--- src/rtl/core/rtpc_pkg.sv ---
// Package for the RTP / network time converter.
// Shared types, constants and the cell payload struct; no dependencies.
package rtpc_pkg;

    localparam int NumStages = 64;
    localparam int DivWidth  = 84;
    localparam int RateWidth = 20;
    localparam logic [29:0] NsPerSec = 30'd1000000000;

    typedef enum logic [2:0] {
        REG_MAP_VALID = 3'd0,
        REG_SAMPLE_RATE = 3'd1,
        REG_ANCHOR_RTP = 3'd2,
        REG_ANCHOR_NET = 3'd3,
        REG_PLAYOUT_OFFSET = 3'd4
    } reg_index_t;

    typedef enum logic {
        CMD_RTP_TO_NET = 1'b0,
        CMD_NET_TO_RTP = 1'b1
    } command_t;

    // One beat travelling through the divider cells
    typedef struct packed {
        logic                 valid;
        logic                 ok;
        logic                 cmd;
        logic                 neg;
        logic [RateWidth-1:0] divisor;
        logic [DivWidth-1:0]  num;
        logic [63:0]          quo;
        logic [50:0]          rem;
        logic [63:0]          base;
        logic [31:0]          rtp_origin;
    } cell_beat_t;

endpackage

--- src/rtl/core/rtpc_div_cell.sv ---
// One restoring-division cell: retires one quotient bit per cycle.
// Depends on rtpc_pkg.
module rtpc_div_cell
    import rtpc_pkg::*;
(
    input  logic       clk,
    input  logic       rst_n,
    input  cell_beat_t beat_in,
    output cell_beat_t beat_out
);

    cell_beat_t beat_reg;
    cell_beat_t beat_next;
    logic [51:0] trial;
    logic [51:0] dvs;

    // Shift in the next numerator bit and try a subtract
    always_comb
    begin
        beat_next = beat_in;
        dvs = beat_in.cmd ? {22'd0, NsPerSec} : {32'd0, beat_in.divisor};
        trial = {beat_in.rem, beat_in.num[DivWidth-1]};
        beat_next.num = {beat_in.num[DivWidth-2:0], 1'b0};
        if (trial >= dvs)
        begin
            beat_next.rem = 51'(trial - dvs);
            beat_next.quo = {beat_in.quo[62:0], 1'b1};
        end
        else
        begin
            beat_next.rem = trial[50:0];
            beat_next.quo = {beat_in.quo[62:0], 1'b0};
        end
    end

    // Advance one cell per cycle
    always_ff @(posedge clk or negedge rst_n)
    begin
        if (!rst_n)
            beat_reg <= '0;
        else
            beat_reg <= beat_next;
    end

    assign beat_out = beat_reg;

endmodule

--- config.mk ---
export PLATFORM = sky130hd
export DESIGN_NAME = rtpc_div_cell
export DESIGN_NICKNAME = d
export VERILOG_FILES = /design/src/rtl/core/rtpc_pkg.sv /design/src/rtl/core/rtpc_div_cell.sv
export SDC_FILE = /design/constraint.sdc
export NUM_CORES = 1
export LEC_CHECK = 0
export ABC_CLOCK_PERIOD_IN_PS = 1000
export BUFFER_PORTS_ARGS = -buffer_cell sky130_fd_sc_hd__buf_2
export CORE_AREA = 10 10 240 242
export DETAILED_ROUTE_END_ITERATION = 6
export DIE_AREA = 0 0 250 252
export GPL_TIMING_DRIVEN = 0
export REMOVE_ABC_BUFFERS = 1
export SLEW_MARGIN = 40
export SYNTH_ARGS = -nofsm -noshare
export SYNTH_HDL_FRONTEND = slang
export SYNTH_SLANG_ARGS = --single-unit
--- constraint.sdc ---
create_clock -name clk -period 1 [get_ports clk]
set_clock_uncertainty 0.1 [all_clocks]
set_input_delay 0.1 -clock clk [delete_from_list [all_inputs] [get_ports clk]]
set_output_delay 0.1 -clock clk [all_outputs]
set_load 0.02 [all_outputs]
==> results.json <==
{
  "status": "finished with violations",
  "violations": "hold timing, setup timing",
  "p_switching_uw": 10300,
  "relSlewSlack_pct": 63.2,
  "post-place-ws_ps": -3080,
  "post-route-min-period_ps": 2380,
  "rows": 84,
  "die_y_microns": 252,
  "cts_root_buffer": "clkbuf_16",
  "ys_seq_area_share_pct": 74.2,
  "path_max_fanout": 6,
  "maxCapViolations": 0,
  "whs_ps": -630,
  "ys_types": 79,
  "syn-cell-area_sq_um": 10700,
  "p_sw_share_pct": 28.5,
  "worst_ep_arrival_time_ps": 2700,
  "dieArea_sq_um": 63000,
  "p_int_uw": 25900,
  "grt_pass1_wl_microns": 91100,
  "finalWorstSetupSlack_ps": -1380,
  "synth_seq_cells": 318,
  "synth_fa_ha_area_share_pct": 3.34,
  "path_clk_slew_ps": 60,
  "wl_per_cell_microns": 26.7,
  "cp.required_ps": 1320,
  "synthToLayoutAreaGrowth_pct": 113,
  "max_clock_freq_ghz": 0.421,
  "grt.overflow.total": 0,
  "crit_type": "input pin to register",
  "vias": 10500,
  "combinationalPowerShare_pct": 21.9,
  "drive_above_1_share_pct": 50.2,
  "regArea_sq_um": 7960,
  "ys.flop_type": "dfrtp_1",
  "slowest_delay_ps": 410,
  "synth_top_family_by_area": "compound AO/OA/AOI/OAI gates",
  "vias_per_cell": 4.22,
  "mostFrequentLayoutCells": "329 x buf_6, 318 x dfrtp_1, 316 x buf_2",
  "nNetsFinal": 2106,
  "critPathLaunchType": "input pin",
  "drt-initial-drc-count": 568,
  "io_pins": 640,
  "gp_congestion": 0.855,
  "finalSetupViolCount": 370,
  "syn-instance-count": 729,
  "numCtsBuffers": 38,
  "critPathBufInv": 2,
  "timing.final.crit_share_pct": 238,
  "track_usage_pct": 20.0,
  "yosys.area_share.simple_pct": 8.44,
  "grt_pass1_vias": 11600,
  "io_buffers": 637,
  "peakVddDrop_uv": 1430,
  "pwr-share-clk_pct": 38.9,
  "power_density_nw_per_um2": 1580,
  "hold_violations": 259,
  "design.core.area_sq_um": 52400,
  "synth_compound_area_share_pct": 8.57,
  "totalPowerFinal_uw": 36200,
  "clock_path_buffers": 3,
  "final_common_cell": "buf_6",
  "dp_hpwl_microns": 47600,
  "rsz0062_at_grt": "yes",
  "cts_sinks": 318,
  "placedCellCount": 2032,
  "start_util_pct": 20.4,
  "synth_edf_count": 0,
  "antenna_found_initial": 26,
  "synthArstFlopShare_pct": 100,
  "dr.pass1.iters": 6,
  "hold_class": "input pin to async pin",
  "drcViolationCount": 0,
  "wl_microns": 66200,
  "drv_slew": 0,
  "p_seq_share_pct": 39.2,
  "largest_register_ffs": 318,
  "syn_area_per_cell_sq_um": 14.7,
  "multi_input_area_sq_um": 3520,
  "fillCellCount": 4650,
  "timing.critical_path.to_type": "register",
  "die_w_microns": 250,
  "cts_tree": "done",
  "yosys_warnings": 0,
  "crit_family": "compound AO/OA/AOI/OAI gates",
  "grt_max_degree": 81,
  "p_leak_uw": 0.0105,
  "muxShareOfSynthArea_pct": 0,
  "ctsHtreeMaxLevel": 2,
  "synthXorXnorAreaFrac_pct": 3.68,
  "crit_path_cell_trace": "buf_16 > nor2b_4 > ha_4 > fa_2 > nor2b_2 > o31a_1 > o21ai_4 > o31ai_4 > buf_4 > a21o_1 > a32o_2 > a2111o_1 > xnor2_1",
  "stdcell_count": 2482,
  "slowest_stage": "a2111o_1",
  "drtAntennaViolNets": 0,
  "fin_tns_setup_ps": -144200,
  "tightest_slew_ps": 552
}
power by group through the flow:
stage          clock (uW)  combinational [uW]  sequential, uW
2_1_floorplan           0                1160           15300
3_3_place_gp            0                4990           14200
3_5_place_dp            0                5070           14200
4_1_cts             14400                7610           14200
5_1_grt             15000                8370           14300
6_report            14100                7940           14200
per-stage QoR:
step / cell area (sq um) / util, %
finish: 22900 / 43.6
global route: 22900 / 43.6
CTS: 22000 / 41.9
detailed placement: 14800 / 28.1
global placement: 14600 / 27.9
floorplan: 10600 / -
cell families after synthesis:
family	Yosys count
buf+inv	39
other cells	1
fa+ha+maj	28
simple gates	166
compound gates	132
flops	318
xor+xnor	45
cell usage after synthesis (3+ instances only):
library cell / count / area share (%)
dfrtp_1: 318 / 74
nor2_1: 47 / 1.6
a21oi_1: 42 / 2.0
nand2_1: 41 / 1.4
ha_1: 27 / 3.2
xor2_1: 25 / 2.0
o21ai_0: 22 / 1.0
xnor2_1: 20 / 1.6
a21o_1: 14 / 0.98
clkbuf_1: 12 / 0.42
inv_1: 12 / 0.42
nor3_1: 12 / 0.56
nor4_1: 10 / 0.58
buf_2: 8 / 0.37
nand3_1: 8 / 0.37
nand2b_1: 7 / 0.41
nand4_1: 7 / 0.41
or3_1: 6 / 0.35
a211oi_1: 5 / 0.35
nor2b_1: 4 / 0.23
o21a_1: 4 / 0.28
o21bai_1: 4 / 0.28
o31a_1: 4 / 0.33
o31ai_1: 4 / 0.28
and2_1: 3 / 0.18
what timing repair did:
action,CTS,global route
resized for setup,738,124
pin swaps,42,43
endpoints found under the setup margin,370,370
buffers inserted,25,24
hold buffers,303,11
hold endpoints to repair,568,266
cloned,8,3
layout make-up:
| class | count | area share, % |
|---|---|---|
| Antenna cell | 10 | 0.109 |
| Multi-Input combinational cell | 374 | 15.4 |
| Timing Repair Buffer | 1004 | 39.4 |
| Clock buffer | 49 | 4.56 |
| Tap cell | 688 | 3.76 |
| Timing Repair inverter | 8 | 0.744 |
| Clock inverter | 18 | 0.903 |
| Sequential cell | 318 | 34.8 |
| Inverter | 13 | 0.339 |
path summary, 6_finish.rpt:
path                       slack (ps)    startpoint  cells past startpoint                       to
worst max-delay path            -1380  beat_in[316]                     13  beat_out[140]$_DFF_PN0_
worst min-delay path             -630         rst_n                      1  beat_out[124]$_DFF_PN0_
max in group asynchronous         420         rst_n                      3  beat_out[230]$_DFF_PN0_
min in group clk                 -330  beat_in[141]                      2  beat_out[142]$_DFF_PN0_
layer usage:
metal	part of all wire, %	wire (microns)	global-route usage, %
met5	0.24	162	0
met1	35	23100	20.9
met2	49	32700	33.6
met4	7.2	4770	12.9
met3	8.3	5500	7.54
Note: power is estimated with default switching activity, not from simulation.
